### src/sv/nbga_pkg.sv
// ----------------------------------------------------------------------------
// nbga_pkg
// Shared types and constants of the direct-sum gravity block.
// ----------------------------------------------------------------------------
`timescale 1ns / 1ps
`default_nettype none

package nbga_pkg;

   localparam int DATA_W    = 32;
   localparam int IDX_W     = 6;
   localparam int CSR_IDX_W = 2;

   localparam logic [CSR_IDX_W-1:0] CSR_GRAVITY = 2'd0;
   localparam logic [CSR_IDX_W-1:0] CSR_SOFTEN  = 2'd1;

   // clamp of the running sums and of each contribution
   localparam logic [63:0] ACC_LIM = 64'h2000_0000_0000_0000;

   typedef struct packed {
      logic [DATA_W-1:0] x;
      logic [DATA_W-1:0] y;
      logic [DATA_W-1:0] z;
      logic [DATA_W-1:0] m;
   } particle_type;

   typedef struct packed {
      particle_type pi;
      particle_type pj;
   } pair_req_type;

   typedef struct packed {
      logic [63:0] cx;
      logic [63:0] cy;
      logic [63:0] cz;
   } pair_rsp_type;

endpackage

`default_nettype wire

### src/sv/nbga_cell.sv
// ----------------------------------------------------------------------------
// nbga_cell
// One particle slot of the storage ring: loads from the port, shifts from
// its neighbor.
// ----------------------------------------------------------------------------
`timescale 1ns / 1ps
`default_nettype none

module nbga_cell (
   input  wire                   clock,
   input  wire                   load_en,
   input  nbga_pkg::particle_type load_data,
   input  wire                   shift_en,
   input  nbga_pkg::particle_type shift_data,
   output nbga_pkg::particle_type q
);
   import nbga_pkg::*;

   particle_type data_ff;

   always_ff @(posedge clock) begin
      if (load_en) begin
         data_ff <= load_data;
      end else if (shift_en) begin
         data_ff <= shift_data;
      end
   end

   assign q = data_ff;

endmodule

`default_nettype wire

### config.mk
export PLATFORM = sky130hd
export DESIGN_NAME = nbga_cell
export DESIGN_NICKNAME = d
export VERILOG_FILES = /design/src/sv/nbga_pkg.sv /design/src/sv/nbga_cell.sv
export SDC_FILE = /design/constraint.sdc
export NUM_CORES = 1
export LEC_CHECK = 0
export BUFFER_PORTS_ARGS = -buffer_cell sky130_fd_sc_hd__buf_2
export CAP_MARGIN = 20
export CORE_AREA = 2 2 149 151
export CTS_CLUSTER_SIZE = 8
export DETAILED_ROUTE_END_ITERATION = 8
export DIE_AREA = 0 0 151 153
export PLACE_DENSITY = 0.5
export SYNTH_ARGS = -nofsm -noshare
export SYNTH_HDL_FRONTEND = slang
export SYNTH_SLANG_ARGS = --single-unit
### constraint.sdc
create_clock -name clock -period 3.5 [get_ports clock]
set_clock_uncertainty 0.2 [all_clocks]
set_input_delay 0.35 -clock clock [delete_from_list [all_inputs] [get_ports clock]]
set_output_delay 0.35 -clock clock [all_outputs]
set_load 0.03 [all_outputs]
Word level (Yosys, flattened, before mapping). Cells that the tools add are included.

Muxes and demuxes: 2. Reductions and logical operators: 1.

Operators by type and width (number): $mux 128 (2); $reduce_bool 2->1 (1).

Register bits: 128. Input bits: 259. Output and inout port bits: 128. Word-level logic and storage cells: 7.

Longest topological paths before layout.
Depth in word-level cells: 2. Mapped depth: 3. Gate-level depth less buffers: 1.

Worst setup path after synthesis. No wires, ideal clock.

Path kind: input -> register. From: input load_en. To: register data_ff (netlist bit q[0]) (enable). Library setup time: 433 ps. Arrival: 2198 ps. Data required time: 2867 ps. Path slack: 669 ps. Stages on the path: 3. Buffers on the path: 2. Cell sequence: buf_6 -> buf_6 -> or2_2.

Longest elaborated chain between the ends: 1.

Ends and longest elaborated chain: from (decl) (line nbga_cell.sv:11) `input wire load_en,`; $reduce_bool 2->1 (no line); to (signal assigned) (line nbga_cell.sv:23) `data_ff <= load_data;`; to (signal assigned) (line nbga_cell.sv:25) `data_ff <= shift_data;`; to (decl) (line nbga_cell.sv:19) `particle_type data_ff;`.

No other way between the ends. A chain may end at the register's enable or synchronous reset.

Worst setup path in the final report.
From: register data_ff (netlist bit q[17]). To: output q[17] (netlist name).

RTL lines: to (decl) (line nbga_cell.sv:15) `output nbga_pkg::particle_type q`.

No word-level cell between the ends.

==> impl_metrics.toml <==
[global_route]
antenna_found_initial = 0
grt_pass1_vias = 4268
grt_max_degree = 129
grt_usage = 0.1284
gr-total-overflow = 0
grt_pass1_wl_um = 22250

[layout]
fin_area_um2 = 8199
drive_gt1_frac = 0.8053
fin_nets = 924
syn_to_final_growth_pct = 50.64
largest_register_ffs = 128
n_antenna_cell = 0
fin_util = 0.3816
final_cell_mix = "buf_2, mux2_2, edfxtp_1"
final_common_cell = "buf_2"

[sta]
timing.setup.tns_ns = 0
period_share = 0.4362
tightest_slew_ns = 0.6931
period_minus_slack_ns = 1.527
setup_viol = 0
rsz0062_at_grt = "no"
fmax_ghz = 0.6551
relSlewSlack = 0.5379
timing_hold_violations_final = 0
slew_violations = 0

[floorplan]
die_h_um = 153
start_util = 0.2533
placement_rows = 54
ios = 387
coreArea_um2 = 21490
die_area_um2 = 23100
die_w_um = 151

[worst_setup_path]
cp_slowest_stage_delay_ns = 0.38
cp_num_buf_inv = 1
crit_start = "q[17]"
critPathKind = "reg2out"
end_kind = "primary output"
path_depth = 1
crit_fanout = 1
critPathLaunchType = "flip-flop"
critPathTopFamily = "flip-flops"
required_ns = 2.95
cpMaxStageDelayCell = "edfxtp_1"
crit_chain = "buf_2"
crit_arrival_ns = 0.98

[routing]
drt-total-wl_um = 15530
ant_nets = 0
drc = 0
drt_iter0_drc = 87
avgViaCountPerCell = 4.123
drt-pass1-iter-count = 3
vias = 3950
wl_per_cell_um = 16.21

[pwr]
combinationalPowerShare = 0.192
p_sw_frac = 0.2781
p_sw_mw = 1.252
p_int_mw = 3.250
leakage_nw = 3.613
power_frac_clock = 0.381
total_power_mw = 4.502
pwr-share-seq = 0.427
p_per_area_nw_per_um2 = 549.1
ir_drop_mv = 0.2778

[yosys]
ys_seq_area_frac = 0.7062
synthCells = 271
syn_area_per_cell_um2 = 20.08
synth_area_um2 = 5443
synth_warnings = 0
yosysUniqueCellTypes = 5
ys_seq_elements = 128
syn_nets = 530

[clocking]
cts_made_buffers = 17
post_cts_buffers = 0
cts.sinks = 128
clk_pin_slew_worst_paths_ns = 0.06
cts_tree = "built"
clk_path_buf_depth = 2
cts-root-buf = "clkbuf_16"
holdBufCountCts = 0
h-tree-depth = 4
ctsResizeCount = 0

[hold_path]
hold_path_depth = 2
min-delay-start = "load_data[84]"
hold_end = "q[84]"
min_path_type = "in2reg"

[place]
gp_congestion = 0.7443
portBuffers = 386
hpwlAfterDp_um = 11860
post_dp_cell_area_um2 = 7626

[run]
maxCapViolCount = 0

[run_status]
run_status = "finished, final reports clean"
-- layout make-up --
| cell class | instances | area, um^2 |
|---|---|---|
| Clock inverter | 13 | 140.1 |
| Multi-Input combinational cell | 129 | 1450 |
| Fill cell | 2099 | 13290 |
| Clock buffer | 19 | 432.9 |
| Sequential cell | 128 | 3844 |
| Timing Repair Buffer | 389 | 1982 |
| Tap cell | 280 | 350.3 |
-- metal layers --
layer	vias up	GRT usage	share of wire
li1	1860	-	-
met1	1841	0.1241	0.34
met2	225	0.2372	0.54
met3	24	0.05224	0.095
met4	0	0.05429	0.024
met5	-	0	0
-- metrics by stage --
step                hold WS [ns]  setup WS [ns]  cells
detailed placement        0.4548          1.572    926
finish                   0.04160          1.973    958
global route             0.01216          1.912    958
floorplan                 0.3698         0.6690    271
global placement          0.4516          1.597    926
CTS                      0.01769          1.939    958
-- Yosys cell counts --
| library cell | count | area [um^2] |
|---|---|---|
| edfxtp_1 | 128 | 3844 |
| or2_2 | 1 | 6.260 |
| mux2_2 | 128 | 1441 |
| buf_2 | 1 | 5.000 |
| buf_6 | 13 | 146.4 |
-- power by group through the flow --
stage	combinational [mW]	sequential (mW)	clock, mW
5_1_grt	0.915	1.94	1.84
2_1_floorplan	0.178	2.32	0
6_report	0.863	1.92	1.72
3_5_place_dp	0.875	1.96	0
4_1_cts	0.878	1.93	1.77
3_3_place_gp	0.867	1.95	0
-- logic make-up (layout without fill, tap and decap cells) --
group         Yosys count  in the layout  synth area share
mux                   128            128            0.2648
buf+inv                14            421           0.02782
simple gates            1              1          0.001150
flops                 128            128            0.7062
-- how the worst max path moves through the flow --
| stage | end |
|---|---|
| after CTS | q[45] |
| final | q[17] |
| after global placement | q[111] |
| after global routing | q[73] |
| after floorplan | q[0] |
| after detailed placement | q[89] |
Note: power is estimated with default switching activity, not from simulation.
